[src/cvsm_pkg.sv]
// Shared widths, register codes and types for the concatenated volume mapper.
// No dependencies; used by every module of the block.
`default_nettype none

package cvsm_pkg;

  localparam int SectorW    = 48;  // logical sector, count, size, base, length
  localparam int PhysW      = 49;  // base plus in-volume offset
  localparam int SumW       = 50;  // running sum of up to four volume sizes
  localparam int VolIdxW    = 2;
  localparam int MaxVolumes = 4;

  // config port: 64-bit registers at 8-byte spacing, eight registers
  localparam int CfgDataW  = 64;
  localparam int CfgAddrW  = 6;
  localparam int RegIdxLsb = 3;
  localparam int RegIdxW   = 3;

  // top bit of the register index picks the group
  localparam logic RegGroupSize = 1'b0;
  localparam logic RegGroupBase = 1'b1;

  localparam int DefNumVolumes = 4;

  typedef struct packed {
    logic rd;
    logic past_end;
  } ctl_t;

endpackage

`default_nettype wire

[src/cvsm_regs.sv]
// Configuration registers: per-volume size and base, APB-style access.
// Depends on cvsm_pkg.
`default_nettype none

module cvsm_regs #(
  parameter int NUM_VOLUMES = cvsm_pkg::DefNumVolumes
) (
  input  wire logic                          clk_i,
  input  wire logic                          rst_ni,
  input  wire logic                          psel,
  input  wire logic                          penable,
  input  wire logic                          pwrite,
  input  wire logic [cvsm_pkg::CfgAddrW-1:0] paddr,
  input  wire logic [cvsm_pkg::CfgDataW-1:0] pwdata,
  output logic      [cvsm_pkg::CfgDataW-1:0] prdata,
  output logic      [cvsm_pkg::SectorW-1:0]  vol_size_o [NUM_VOLUMES],
  output logic      [cvsm_pkg::SectorW-1:0]  vol_base_o [NUM_VOLUMES]
);

  logic [cvsm_pkg::SectorW-1:0] size_q [NUM_VOLUMES];
  logic [cvsm_pkg::SectorW-1:0] base_q [NUM_VOLUMES];
  logic [cvsm_pkg::RegIdxW-1:0] reg_idx;
  logic                         reg_grp;
  logic [cvsm_pkg::RegIdxW-2:0] reg_vol;
  logic                         wr_en;

  assign reg_idx = paddr[cvsm_pkg::RegIdxLsb +: cvsm_pkg::RegIdxW];
  assign reg_grp = reg_idx[cvsm_pkg::RegIdxW-1];
  assign reg_vol = reg_idx[cvsm_pkg::RegIdxW-2:0];
  assign wr_en   = psel && penable && pwrite;

  for (genvar i = 0; i < NUM_VOLUMES; i++) begin : g_vol
    always_ff @(posedge clk_i or negedge rst_ni) begin
      if (!rst_ni) begin
        size_q[i] <= '0;
        base_q[i] <= '0;
      end else if (wr_en && (reg_vol == (cvsm_pkg::RegIdxW-1)'(i))) begin
        if (reg_grp == cvsm_pkg::RegGroupBase) begin
          base_q[i] <= pwdata[cvsm_pkg::SectorW-1:0];
        end else begin
          size_q[i] <= pwdata[cvsm_pkg::SectorW-1:0];
        end
      end
    end
    assign vol_size_o[i] = size_q[i];
    assign vol_base_o[i] = base_q[i];
  end

  // volumes beyond NUM_VOLUMES read as zero
  always_comb begin
    prdata = '0;
    for (int i = 0; i < NUM_VOLUMES; i++) begin
      if (reg_vol == (cvsm_pkg::RegIdxW-1)'(i)) begin
        if (reg_grp == cvsm_pkg::RegGroupSize) begin
          prdata = cvsm_pkg::CfgDataW'(size_q[i]);
        end else begin
          prdata = cvsm_pkg::CfgDataW'(base_q[i]);
        end
      end
    end
  end

endmodule

`default_nettype wire

[src/cvsm_split.sv]
// Request splitter pipeline: volume boundaries, per-volume overlap, length, offset.
// Depends on cvsm_pkg; volume sizes come from cvsm_regs.
`default_nettype none

module cvsm_split #(
  parameter int NUM_VOLUMES = cvsm_pkg::DefNumVolumes
) (
  input  wire logic                         clk_i,
  input  wire logic                         rst_ni,
  input  wire logic                         in_valid_i,
  output logic                              in_stall_o,
  input  wire logic [cvsm_pkg::SectorW-1:0] start_sector_i,
  input  wire logic [cvsm_pkg::SectorW-1:0] sector_count_i,
  input  wire logic                         is_read_i,
  input  wire logic [cvsm_pkg::SectorW-1:0] vol_size_i [NUM_VOLUMES],
  output logic                              seg_valid_o,
  input  wire logic                         seg_ready_i,
  output cvsm_pkg::ctl_t                    seg_ctl_o,
  output logic      [NUM_VOLUMES-1:0]       seg_mask_o,
  output logic      [cvsm_pkg::SectorW-1:0] seg_off_o [NUM_VOLUMES],
  output logic      [cvsm_pkg::SectorW-1:0] seg_len_o [NUM_VOLUMES]
);

  localparam int NumStages = 5;

  logic [NumStages-1:0] v_q;
  logic [NumStages:0]   rdy;  // rdy[k]: stage k may load; rdy[NumStages] from downstream

  // stage 1: input register
  logic [cvsm_pkg::SectorW-1:0] s1_start_q, s1_count_q;
  logic                         s1_rd_q;
  // stage 2: request end, pairwise size sums
  logic [cvsm_pkg::SectorW-1:0] s2_start_q;
  logic [cvsm_pkg::PhysW-1:0]   s2_end_q;
  logic [cvsm_pkg::SumW-1:0]    s2_p1_q [NUM_VOLUMES];
  logic                         s2_rd_q;
  logic [cvsm_pkg::SumW-1:0]    p1_d [NUM_VOLUMES];
  // stage 3: volume end boundaries
  logic [cvsm_pkg::SectorW-1:0] s3_start_q;
  logic [cvsm_pkg::PhysW-1:0]   s3_end_q;
  logic [cvsm_pkg::SumW-1:0]    s3_e_q [NUM_VOLUMES];
  logic                         s3_rd_q;
  logic [cvsm_pkg::SumW-1:0]    e_d [NUM_VOLUMES];
  // stage 4: clipped overlap per volume
  logic [cvsm_pkg::SumW-1:0]    s4_lo_q [NUM_VOLUMES];
  logic [cvsm_pkg::SumW-1:0]    s4_hi_q [NUM_VOLUMES];
  logic [cvsm_pkg::SumW-1:0]    s4_eprev_q [NUM_VOLUMES];
  logic                         s4_pe_q, s4_rd_q;
  logic [cvsm_pkg::SumW-1:0]    lo_d [NUM_VOLUMES];
  logic [cvsm_pkg::SumW-1:0]    hi_d [NUM_VOLUMES];
  logic [cvsm_pkg::SumW-1:0]    eprev_d [NUM_VOLUMES];
  // stage 5: segment list
  logic [NUM_VOLUMES-1:0]       s5_mask_q;
  logic [cvsm_pkg::SectorW-1:0] s5_off_q [NUM_VOLUMES];
  logic [cvsm_pkg::SectorW-1:0] s5_len_q [NUM_VOLUMES];
  logic                         s5_pe_q, s5_rd_q;
  logic [cvsm_pkg::SumW-1:0]    len_d [NUM_VOLUMES];
  logic [cvsm_pkg::SumW-1:0]    off_d [NUM_VOLUMES];

  assign rdy[NumStages] = seg_ready_i;
  for (genvar k = 0; k < NumStages; k++) begin : g_rdy
    assign rdy[k] = !v_q[k] || rdy[k+1];
  end

  always_ff @(posedge clk_i or negedge rst_ni) begin
    if (!rst_ni) begin
      v_q <= '0;
    end else begin
      for (int k = 0; k < NumStages; k++) begin
        if (rdy[k]) begin
          v_q[k] <= (k == 0) ? in_valid_i : v_q[(k == 0) ? 0 : k-1];
        end
      end
    end
  end

  assign in_stall_o = !rdy[0];

  for (genvar i = 0; i < NUM_VOLUMES; i++) begin : g_vol
    if (i % 2 == 1) begin : g_pair
      assign p1_d[i] = cvsm_pkg::SumW'(vol_size_i[i-1]) + cvsm_pkg::SumW'(vol_size_i[i]);
    end else begin : g_single
      assign p1_d[i] = cvsm_pkg::SumW'(vol_size_i[i]);
    end

    if (i >= 2) begin : g_upper
      assign e_d[i] = s2_p1_q[i] + s2_p1_q[1];
    end else begin : g_lower
      assign e_d[i] = s2_p1_q[i];
    end

    if (i == 0) begin : g_first
      assign eprev_d[i] = '0;
    end else begin : g_next
      assign eprev_d[i] = s3_e_q[i-1];
    end

    assign lo_d[i] = (cvsm_pkg::SumW'(s3_start_q) > eprev_d[i]) ?
                     cvsm_pkg::SumW'(s3_start_q) : eprev_d[i];
    assign hi_d[i] = (cvsm_pkg::SumW'(s3_end_q) < s3_e_q[i]) ?
                     cvsm_pkg::SumW'(s3_end_q) : s3_e_q[i];

    // within a touched volume the offset stays below its size and the length does not exceed it
    assign len_d[i] = s4_hi_q[i] - s4_lo_q[i];
    assign off_d[i] = s4_lo_q[i] - s4_eprev_q[i];
  end

  always_ff @(posedge clk_i) begin
    if (rdy[0]) begin
      s1_start_q <= start_sector_i;
      s1_count_q <= sector_count_i;
      s1_rd_q    <= is_read_i;
    end
    if (rdy[1]) begin
      s2_start_q <= s1_start_q;
      s2_end_q   <= cvsm_pkg::PhysW'(s1_start_q) + cvsm_pkg::PhysW'(s1_count_q);
      s2_p1_q    <= p1_d;
      s2_rd_q    <= s1_rd_q;
    end
    if (rdy[2]) begin
      s3_start_q <= s2_start_q;
      s3_end_q   <= s2_end_q;
      s3_e_q     <= e_d;
      s3_rd_q    <= s2_rd_q;
    end
    if (rdy[3]) begin
      s4_lo_q    <= lo_d;
      s4_hi_q    <= hi_d;
      s4_eprev_q <= eprev_d;
      s4_pe_q    <= cvsm_pkg::SumW'(s3_end_q) > s3_e_q[NUM_VOLUMES-1];
      s4_rd_q    <= s3_rd_q;
    end
    if (rdy[4]) begin
      for (int i = 0; i < NUM_VOLUMES; i++) begin
        s5_mask_q[i] <= s4_lo_q[i] < s4_hi_q[i];
        s5_len_q[i]  <= len_d[i][cvsm_pkg::SectorW-1:0];
        s5_off_q[i]  <= off_d[i][cvsm_pkg::SectorW-1:0];
      end
      s5_pe_q <= s4_pe_q;
      s5_rd_q <= s4_rd_q;
    end
  end

  assign seg_valid_o        = v_q[NumStages-1];
  assign seg_ctl_o.rd       = s5_rd_q;
  assign seg_ctl_o.past_end = s5_pe_q;
  assign seg_mask_o         = s5_mask_q;
  assign seg_off_o          = s5_off_q;
  assign seg_len_o          = s5_len_q;

endmodule

`default_nettype wire

[src/cvsm_emit.sv]
// Segment emitter: holds one request's segment list, sends one segment per cycle unless stalled.
// Depends on cvsm_pkg; fed by cvsm_split, bases from cvsm_regs.
`default_nettype none

module cvsm_emit #(
  parameter int NUM_VOLUMES = cvsm_pkg::DefNumVolumes
) (
  input  wire logic                         clk_i,
  input  wire logic                         rst_ni,
  input  wire logic                         seg_valid_i,
  output logic                              seg_ready_o,
  input  wire cvsm_pkg::ctl_t               seg_ctl_i,
  input  wire logic [NUM_VOLUMES-1:0]       seg_mask_i,
  input  wire logic [cvsm_pkg::SectorW-1:0] seg_off_i [NUM_VOLUMES],
  input  wire logic [cvsm_pkg::SectorW-1:0] seg_len_i [NUM_VOLUMES],
  input  wire logic [cvsm_pkg::SectorW-1:0] vol_base_i [NUM_VOLUMES],
  output logic                              out_valid_o,
  input  wire logic                         out_stall_i,
  output logic      [cvsm_pkg::VolIdxW-1:0] volume_index_o,
  output logic      [cvsm_pkg::PhysW-1:0]   phys_sector_o,
  output logic      [cvsm_pkg::SectorW-1:0] seg_length_o,
  output logic                              access_read_o,
  output logic                              last_segment_o,
  output logic                              past_end_o
);

  logic                         em_valid_q;
  logic [NUM_VOLUMES-1:0]       em_mask_q;
  logic [cvsm_pkg::PhysW-1:0]   em_phys_q [NUM_VOLUMES];
  logic [cvsm_pkg::SectorW-1:0] em_len_q [NUM_VOLUMES];
  cvsm_pkg::ctl_t               em_ctl_q;

  logic [NUM_VOLUMES-1:0]       sel;
  logic                         found;
  logic                         is_last;
  logic                         out_acc;
  logic                         load;

  // lowest pending volume goes first
  always_comb begin
    sel            = '0;
    found          = 1'b0;
    volume_index_o = '0;
    phys_sector_o  = '0;
    seg_length_o   = '0;
    for (int i = 0; i < NUM_VOLUMES; i++) begin
      if (em_mask_q[i] && !found) begin
        found          = 1'b1;
        sel[i]         = 1'b1;
        volume_index_o = cvsm_pkg::VolIdxW'(i);
        phys_sector_o  = em_phys_q[i];
        seg_length_o   = em_len_q[i];
      end
    end
  end

  // an empty mask is the single empty result
  assign is_last     = (em_mask_q & ~sel) == '0;
  assign out_acc     = em_valid_q && !out_stall_i;
  assign load        = !em_valid_q || (out_acc && is_last);
  assign seg_ready_o = load;

  always_ff @(posedge clk_i or negedge rst_ni) begin
    if (!rst_ni) begin
      em_valid_q <= 1'b0;
    end else if (load) begin
      em_valid_q <= seg_valid_i;
    end
  end

  always_ff @(posedge clk_i) begin
    if (load) begin
      em_mask_q <= seg_mask_i;
      em_ctl_q  <= seg_ctl_i;
      for (int i = 0; i < NUM_VOLUMES; i++) begin
        em_phys_q[i] <= cvsm_pkg::PhysW'(vol_base_i[i]) + cvsm_pkg::PhysW'(seg_off_i[i]);
        em_len_q[i]  <= seg_len_i[i];
      end
    end else if (out_acc) begin
      em_mask_q <= em_mask_q & ~sel;
    end
  end

  assign out_valid_o    = em_valid_q;
  assign access_read_o  = em_ctl_q.rd;
  assign last_segment_o = is_last;
  assign past_end_o     = is_last && (em_ctl_q.past_end || !found);

endmodule

`default_nettype wire

[src/concat_volume_segment_mapper.sv]
// Top level of the concatenated volume segment mapper.
// Depends on cvsm_pkg, cvsm_regs, cvsm_split and cvsm_emit.
//
//   channel   direction  handshake              payload
//   request   in         in_valid_i/in_stall_o  start_sector_i, sector_count_i, is_read_i
//   segment   out        out_valid_o/out_stall_i volume_index_o .. past_end_o
//   config    in         APB psel/penable        paddr, pwdata, prdata (8 x 48-bit regs)
//
// Five-stage split pipeline, then an emitter register that the first segment leaves
// from. Each request then occupies the single output port for one segment per touched
// volume (at least one), which sets the sustained rate.
// Reset clears the pipeline valid bits and all volume size/base registers.
// Output stall backs up through the pipeline; requests are taken while stages are free.
`default_nettype none

module concat_volume_segment_mapper #(
  parameter int NUM_VOLUMES = cvsm_pkg::DefNumVolumes
) (
  input  wire logic                          clk_i,
  input  wire logic                          rst_ni,
  input  wire logic                          psel,
  input  wire logic                          penable,
  input  wire logic                          pwrite,
  input  wire logic [cvsm_pkg::CfgAddrW-1:0] paddr,
  input  wire logic [cvsm_pkg::CfgDataW-1:0] pwdata,
  output logic      [cvsm_pkg::CfgDataW-1:0] prdata,
  output logic                               pready,
  input  wire logic                          in_valid_i,
  output logic                               in_stall_o,
  input  wire logic [cvsm_pkg::SectorW-1:0]  start_sector_i,
  input  wire logic [cvsm_pkg::SectorW-1:0]  sector_count_i,
  input  wire logic                          is_read_i,
  output logic                               out_valid_o,
  input  wire logic                          out_stall_i,
  output logic      [cvsm_pkg::VolIdxW-1:0]  volume_index_o,
  output logic      [cvsm_pkg::PhysW-1:0]    phys_sector_o,
  output logic      [cvsm_pkg::SectorW-1:0]  seg_length_o,
  output logic                               access_read_o,
  output logic                               last_segment_o,
  output logic                               past_end_o
);

  logic [cvsm_pkg::SectorW-1:0] vol_size [NUM_VOLUMES];
  logic [cvsm_pkg::SectorW-1:0] vol_base [NUM_VOLUMES];
  logic                         seg_valid;
  logic                         seg_ready;
  cvsm_pkg::ctl_t               seg_ctl;
  logic [NUM_VOLUMES-1:0]       seg_mask;
  logic [cvsm_pkg::SectorW-1:0] seg_off [NUM_VOLUMES];
  logic [cvsm_pkg::SectorW-1:0] seg_len [NUM_VOLUMES];

  assign pready = 1'b1;

  cvsm_regs #(
    .NUM_VOLUMES (NUM_VOLUMES)
  ) u_regs (
    .clk_i      (clk_i),
    .rst_ni     (rst_ni),
    .psel       (psel),
    .penable    (penable),
    .pwrite     (pwrite),
    .paddr      (paddr),
    .pwdata     (pwdata),
    .prdata     (prdata),
    .vol_size_o (vol_size),
    .vol_base_o (vol_base)
  );

  cvsm_split #(
    .NUM_VOLUMES (NUM_VOLUMES)
  ) u_split (
    .clk_i          (clk_i),
    .rst_ni         (rst_ni),
    .in_valid_i     (in_valid_i),
    .in_stall_o     (in_stall_o),
    .start_sector_i (start_sector_i),
    .sector_count_i (sector_count_i),
    .is_read_i      (is_read_i),
    .vol_size_i     (vol_size),
    .seg_valid_o    (seg_valid),
    .seg_ready_i    (seg_ready),
    .seg_ctl_o      (seg_ctl),
    .seg_mask_o     (seg_mask),
    .seg_off_o      (seg_off),
    .seg_len_o      (seg_len)
  );

  cvsm_emit #(
    .NUM_VOLUMES (NUM_VOLUMES)
  ) u_emit (
    .clk_i          (clk_i),
    .rst_ni         (rst_ni),
    .seg_valid_i    (seg_valid),
    .seg_ready_o    (seg_ready),
    .seg_ctl_i      (seg_ctl),
    .seg_mask_i     (seg_mask),
    .seg_off_i      (seg_off),
    .seg_len_i      (seg_len),
    .vol_base_i     (vol_base),
    .out_valid_o    (out_valid_o),
    .out_stall_i    (out_stall_i),
    .volume_index_o (volume_index_o),
    .phys_sector_o  (phys_sector_o),
    .seg_length_o   (seg_length_o),
    .access_read_o  (access_read_o),
    .last_segment_o (last_segment_o),
    .past_end_o     (past_end_o)
  );

endmodule

`default_nettype wire
[config.mk]
export PLATFORM = sky130hd
export DESIGN_NAME = concat_volume_segment_mapper
export DESIGN_NICKNAME = d
export VERILOG_FILES = /design/src/cvsm_pkg.sv /design/src/cvsm_regs.sv /design/src/cvsm_split.sv /design/src/cvsm_emit.sv /design/src/concat_volume_segment_mapper.sv
export SDC_FILE = /design/constraint.sdc
export NUM_CORES = 2
export LEC_CHECK = 0
export BUFFER_PORTS_ARGS = -buffer_cell sky130_fd_sc_hd__buf_2
export CORE_MARGIN = 4
export CORE_UTILIZATION = 53
export DETAILED_ROUTE_END_ITERATION = 7
export MAX_ROUTING_LAYER = met4
export PLACE_DENSITY = 0.76
export SYNTH_ARGS = -nofsm -noshare
export SYNTH_HDL_FRONTEND = slang
export SYNTH_SLANG_ARGS = --single-unit
export TNS_END_PERCENT = 30
[constraint.sdc]
create_clock -name clk_i -period 31 [get_ports clk_i]
set_input_delay 0 -clock clk_i [delete_from_list [all_inputs] [get_ports clk_i]]
set_output_delay 0 -clock clk_i [all_outputs]
set_load 0.01 [all_outputs]
**Word-level counts from Yosys, hierarchy flattened**

Memory sizes are Yosys's and may differ from the RTL's.
Cells that the tools add are included.

- Shift operators: 0
- Add/subtract/negate cells: 16
- Magnitude comparators: 13
- Muxes and demuxes: 37
- Bitwise logic cells: 3
- Multipliers: 0
- Equal/unequal tests: 3
- Reductions and logical operators: 42
- Divide/modulo/power cells: 0

Operators with widths:

| cell | count |
|---|---|
| $mux 48 | 12 |
| $add 48x48->49 | 7 |
| $mux 49 | 7 |
| $sub 48x48->48 | 7 |
| $mux 64 | 4 |
| $lt 49x50->1 | 3 |
| $gt 48x50->1 | 2 |
| $lt 50x50->1 | 2 |
| $add 48x50->50 | 1 |
| $add 50x50->50 | 1 |
| $gt 49x50->1 | 1 |
| $lt 48x50->1 | 1 |
| $lt 48x49->1 | 1 |
| $lt 49x48->1 | 1 |
| $gt 48x1->1 const B | 1 |
| $gt 48x48->1 | 1 |
| $reduce_and 2->1 | 8 |
| $logic_and 1x1->1 | 12 |
| $logic_not 1->1 | 12 |
| $mux 1 | 10 |
| $mux 4 | 2 |
| $logic_or 1x1->1 | 7 |
| $and 4x4->4 | 1 |
| $eq 2x2->1 const B | 2 |
| 7 further kinds | 8 |

- Bits in writable memories: 388
- Bits in read-only memories: 0
- Bits in latches: 0
- Memories: 2
- Output and inout port bits: 169
- Register bits: 2014
- Bits of input ports: 174
- Logic and storage cells: 180

Memory list:

| memory | depth | bits a word | read ports | clocked after memory_dff | write ports | RTL line | RTL |
|---|---|---|---|---|---|---|---|
| u_emit.em_phys_q | 4 | 49 | 4 | 0 | 4 | cvsm_emit.sv:29 | `logic [cvsm_pkg::PhysW-1:0] em_phys_q [NUM_VOLUMES];` |
| u_emit.em_len_q | 4 | 48 | 4 | 0 | 4 | cvsm_emit.sv:30 | `logic [cvsm_pkg::SectorW-1:0] em_len_q [NUM_VOLUMES];` |

**Depth between registers and ports, before layout**

- Word-level depth: 21
- Depth in mapped cells: 14
- Depth with buffers taken out: 13

**Hierarchy**

A second synthesis with hierarchy kept.

- Cells, all modules: 11937
- Area total of the unflattened synthesis: 139796.6 µm²

Modules (own cells, without submodules):

| module | instances | cells each | area an instance (µm²) | sequential area each (µm²) |
|---|---|---|---|---|
| cvsm_split | 1 | 8675 | 97853.8 | 48561.6 |
| cvsm_emit | 1 | 2246 | 24537.3 | 11856.4 |
| cvsm_regs | 1 | 1014 | 17394.2 | 9609.2 |
| concat_volume_segment_mapper | 1 | 2 | 11.3 | 0.0 |

**Worst setup path before layout**

No wires, ideal clock.

- Path type: register -> register
- Start: register u_emit.em_mask_q[0]
- End: register u_split.s2_p1_q (netlist bit u_split.e_d[100]), enable pin
- Clock period less this slack: 25502 ps
- Cell stages (with the launch flop): 8
- Required time: 28801 ps
- Arrival time: 23303 ps
- Library setup time: 2199 ps
- Slack: 5498 ps
- Buffers on the path: 1
- Cells stage by stage: edfxtp_1 clkbuf_1 inv_1 a21oi_1 o21a_1 nand3_1 nor2_1 nand2_1

- Word-level cells in the longest chain between the ends: 19
- Elaborated cells between the ends (all ways): 21
- Those cells by class: mux (6); bitwise (2); reduce/logical (13)

Ends and longest elaborated chain:

| item | RTL line | RTL |
|---|---|---|
| start, declared | cvsm_emit.sv:28 | `logic [NUM_VOLUMES-1:0] em_mask_q;` |
| start signal, assigned | cvsm_emit.sv:73 | `em_mask_q <= seg_mask_i;` |
| start signal, assigned | cvsm_emit.sv:80 | `em_mask_q <= em_mask_q & ~sel;` |
| $mux 1 | cvsm_emit.sv:47 | `if (em_mask_q[i] && !found) begin` |
| $logic_not 1->1 | cvsm_emit.sv:47 |  |
| $logic_and 1x1->1 | cvsm_emit.sv:47 |  |
| $mux 1 | cvsm_emit.sv:47 |  |
| $logic_not 1->1 | cvsm_emit.sv:47 |  |
| $logic_and 1x1->1 | cvsm_emit.sv:47 |  |
| $mux 1 | cvsm_emit.sv:47 |  |
| $logic_not 1->1 | cvsm_emit.sv:47 |  |
| (+3 left out) | n/a |  |
| $and 4x4->4 * | cvsm_emit.sv:58 | `assign is_last = (em_mask_q & ~sel) == '0;` |
| $logic_not 4->1 * | cvsm_emit.sv:58 |  |
| $logic_and 1x1->1 * | cvsm_emit.sv:60 | `assign load = !em_valid_q \|\| (out_acc && is_last);` |
| $logic_or 1x1->1 * | cvsm_emit.sv:60 |  |
| $logic_or 1x1->1 * (2 in series) | cvsm_split.sv:62 | `assign rdy[k] = !v_q[k] \|\| rdy[k+1];` |
| named net u_split.rdy[3] | cvsm_split.sv:27 | `logic [NumStages:0] rdy;` |
| $logic_or 1x1->1 * (2 in series) | cvsm_split.sv:62 |  |
| named net u_split.rdy[1] | cvsm_split.sv:27 |  |
| end signal, assigned | cvsm_split.sv:117 | `s2_p1_q <= p1_d;` |
| end, declared | cvsm_split.sv:35 | `logic [cvsm_pkg::SumW-1:0] s2_p1_q [NUM_VOLUMES];` |

The timed path passes the listed nets; every way through them passes the cells marked *.
A chain may end at the register's enable or synchronous reset.

**Final worst setup path**

- Start: register u_split.s4_hi_q[22] in the netlist's numbering
- End: register u_split.s5_mask_q[3] (netlist: u_split.seg_mask_o[3]), data pin

- Word-level cells in the longest chain between the ends: 1

Ends and longest elaborated chain:

| item | RTL line | RTL |
|---|---|---|
| start, declared | cvsm_split.sv:46 | `logic [cvsm_pkg::SumW-1:0] s4_hi_q [NUM_VOLUMES];` |
| start signal, assigned | cvsm_split.sv:128 | `s4_hi_q <= hi_d;` |
| $lt 50x50->1 | cvsm_split.sv:135 | `s5_mask_q[i] <= s4_lo_q[i] < s4_hi_q[i];` |
| end signal, assigned by index | cvsm_split.sv:135 |  |
| end, declared | cvsm_split.sv:53 | `logic [NUM_VOLUMES-1:0] s5_mask_q;` |

No other way between the ends.

==> results.yml <==
routing:
  via_count: 108000
  firstDrtPassIters: 6
  drt-initial-drc-count: 15800
  wl_per_cell_um: 30.7
  drc: 0
  wl_um: 511000
  via_per_inst: 6.47
  postRouteAntennaNets: 0
global_routing:
  grt_pass1_vias: 102000
  grt.overflow.total: 0
  grt_pass1_wl_um: 715000
  grt_max_degree: 143
  antenna_found_initial: 105
  grt_usage_pct: 36.9
die:
  dieWidth_um: 527
  core_area_um2: 268000
  die_area_um2: 277000
  num_rows: 190
  io_pins: 343
  initial_core_util_pct: 53.2
  die_h_um: 527
timing:
  timing.final.ws_setup_ps: 25490
  final.period_utilization_pct: 17.8
  fin_setup_tns_ps: 0
  relSlewSlack_pct: 13.1
  hold_viol_final: 0
  worst_pin_slew_ps: 1300
  rsz0062_at_grt: "no"
  fin_skew_ps: 48.1
  fin_crit_ps: 5510
  final_max_slew_viol_count: 0
  finalSetupViolCount: 0
  fmax_mhz: 182
clocking:
  cts_tree: "built"
  numCtsBuffers: 275
  root_buffer: "clkbuf_16"
  path_clk_slew_ps: 60
  cts-htree-levels: 5
  cts_setup_buffers: 0
  cts.sinks: 2397
  post_cts_resized: 0
  clock_latency_ps: 890
  clockBufferDepth: 4
synth:
  ys.flop_type: "edfxtp_1"
  ys_async_sr_fraction_pct: 16.3
  synth-edff-count: 2007
  syn_avg_cell_area_um2: 11.4
  yosys_warnings: 0
  yosysUniqueCellTypes: 106
  syn_inst: 12500
  synth.ff_latch_count: 2397
  yosysSeqAreaShare_pct: 49.1
  syn-cell-area_um2: 143000
place:
  gp_congestion: 1.04
  pre_cts_slack_ps: 25540
  io_buffers: 306
  hpwl_um: 410000
setup_path:
  arrival_ps: 6000
  cp.required_ps: 31500
  reg2reg_to: "u_split.seg_mask_o[3]"
  critical_path_class: "flip-flop to flip-flop"
  worstRegToRegCells: 9
  r2r_setup_slack_ps: 25490
  cp_max_fo: 8
  end_kind: "flip-flop"
  startpoint_type: "flip-flop"
  worstReg2RegStart: "u_split.s4_hi_q[22]"
outcome:
  run_status: "completed"
cells_and_area:
  fin_nets: 14300
  area_growth_pct: 11.8
  fillers: 21800
  drive_gt1_share_pct: 12.9
power_and_ir_drop:
  ir_worst_vdd_mv: 0.0667
  power_density_nw_per_um2: 99.7
  power.leakage_uw: 0.0681
run:
  maxCapViolations: 0
min_path:
  hold_class: "input pin to flip-flop"
  whs_endpoint: "u_regs.vol_size_o[2]"
  hold_depth: 4
  min_from: "paddr[3]"
## cell families (layout without fill, tap and decap cells)
logic type | after synthesis | in the layout | share of synthesized area, %
compound gates | 3351 | 3351 | 15.9
fa+ha+maj | 1310 | 1310 | 11.6
mux | 731 | 731 | 6.53
other cells | 2 | 65 | 0.00527
buf+inv | 1531 | 2114 | 4.10
xor+xnor | 699 | 699 | 4.29
simple gates | 2462 | 2462 | 8.53
flops | 2397 | 2397 | 49.1
## state kept, by name, indices dropped and copies added (netlist names), 5 cells and up
register	flops
u_split.e_d	97
u_split.s2_p1_q	97
u_split.s3_end_q	49
u_split.s4_eprev_q	144
u_split.s1_start_q	48
u_split.eprev_d	147
u_split.seg_off_o	192
u_split.s1_count_q	48
u_regs.vol_base_o	192
u_emit.em_len_q	192
u_split.s3_e_q	50
u_split.s2_start_q	48
u_split.s4_lo_q	195
u_regs.vol_size_o	192
u_emit.em_phys_q	196
u_split.s2_end_q	49
u_split.s3_start_q	48
u_split.seg_len_o	192
u_split.v_q	5
u_split.s4_hi_q	198
## cell type report
cell class	count	area, um^2	area share (%)
clock inverter	138	1520	0.952
tap	3552	4440	2.79
sequential	2397	70000	43.9
inverter	929	3500	2.20
timing repair buffer	687	5080	3.19
multi-input combinational	8573	67100	42.1
clock buffer	360	7580	4.76
antenna	45	113	0.0707
## metrics by stage
stage | cell area (um^2) | power (uW) | hold slack [ps] | util (%) | std cells
finish | 159000 | 15900 | 46.1 | 59.5 | 16700
global route | 159000 | 16500 | 71.8 | 59.5 | 16700
CTS | 159000 | 15600 | 2.94 | 59.4 | 16600
detailed placement | 148000 | 12300 | -28.7 | 55.1 | 15900
global placement | 148000 | 12200 | -31.7 | 55.1 | 15900
floorplan | 143000 | 9820 | -296 | - | 12500
## synthesized netlist by cell type (111+ instances only)
cell type	number	area (um^2)
edfxtp_1	2007	60300
ha_1	1293	16200
inv_1	928	3480
a21oi_1	892	4460
a21o_1	789	5920
mux2_2	626	7050
nor2_1	570	2140
nand2_1	526	1970
clkbuf_1	490	1840
xnor2_1	447	3920
o21ai_0	403	2020
dfrtp_1	390	9760
nand3_1	382	1910
nand4_1	338	2110
xor2_1	252	2210
a31oi_1	151	945
a22oi_1	148	1110
nor3_1	143	716
o21bai_1	143	1070
o211ai_1	132	991
a221o_1	112	1120
nor2b_1	111	694
## worst max path at each step
stage	slack [ps]	depth (start not counted)	endpoint	from
floorplan	5500	7	u_split.e_d[100]	u_emit.em_mask_q[0]
global placement	25540	9	u_split.seg_mask_o[3]	u_split.s4_hi_q[32]
detailed placement	25540	9	u_split.seg_mask_o[3]	u_split.s4_hi_q[31]
CTS	25520	9	u_split.seg_mask_o[3]	u_split.s4_hi_q[31]
global route	25320	12	u_split.eprev_d[75]	u_emit.em_mask_q[0]
finish	25490	9	u_split.seg_mask_o[3]	u_split.s4_hi_q[22]
## worst max-delay path, stage by stage, from the launching register on
cell and delay (ps):
edfxtp_1 660, inv_1 100, ha_1 550, nand4_1 340, nor4_1 580, inv_1 170, nor3_1 600, nand2_1 440
o41ai_2 1160, a221oi_1 480
## routing by layer
metal  vias up  routed length (um)  track usage [%]
met1     53200              211000             52.7
li1      47700                   -                -
met4         0               19100             12.1
met3       824               75100             11.2
met2      6152              206000             50.1
met5         -                   0                -
## layout by cell type (no fill, tap or decap), types with 42 or more instances in the layout
cell type	count
nor2_1	560
clkbuf_16	284
a31oi_1	149
a22oi_1	148
clkbuf_1	57
o21a_1	86
mux2_2	626
a211oi_1	61
nand4_1	338
nand3_1	378
o311a_1	52
nand2b_1	100
o21bai_1	143
xor2_1	252
nor2b_1	111
o211ai_1	132
and2_1	42
dfrtp_1	390
mux4_2	96
o31ai_1	51
edfxtp_1	2007
buf_4	122
nand2_1	524
ha_1	1293
dlygate4sd3_1	260
diode_2	45
a21o_1	789
xnor2_1	447
o21ai_0	402
and3_1	76
nor3_1	143
a21oi_1	888
a221o_1	112
inv_1	926
buf_2	302
## timing repair
item	in CTS	in global routing
endpoints found under the hold margin	635	0
endpoints found under the setup margin	0	0
hold buffers	261	0
## where the power goes
part           switching (uW)  total, uW  internal, uW  leakage, uW
Combinational            4320       6780          2460       0.0397
Clock                    1370       3310          1940      0.00446
Sequential                947       5790          4840       0.0240
(Power assumes the default switching activity.)
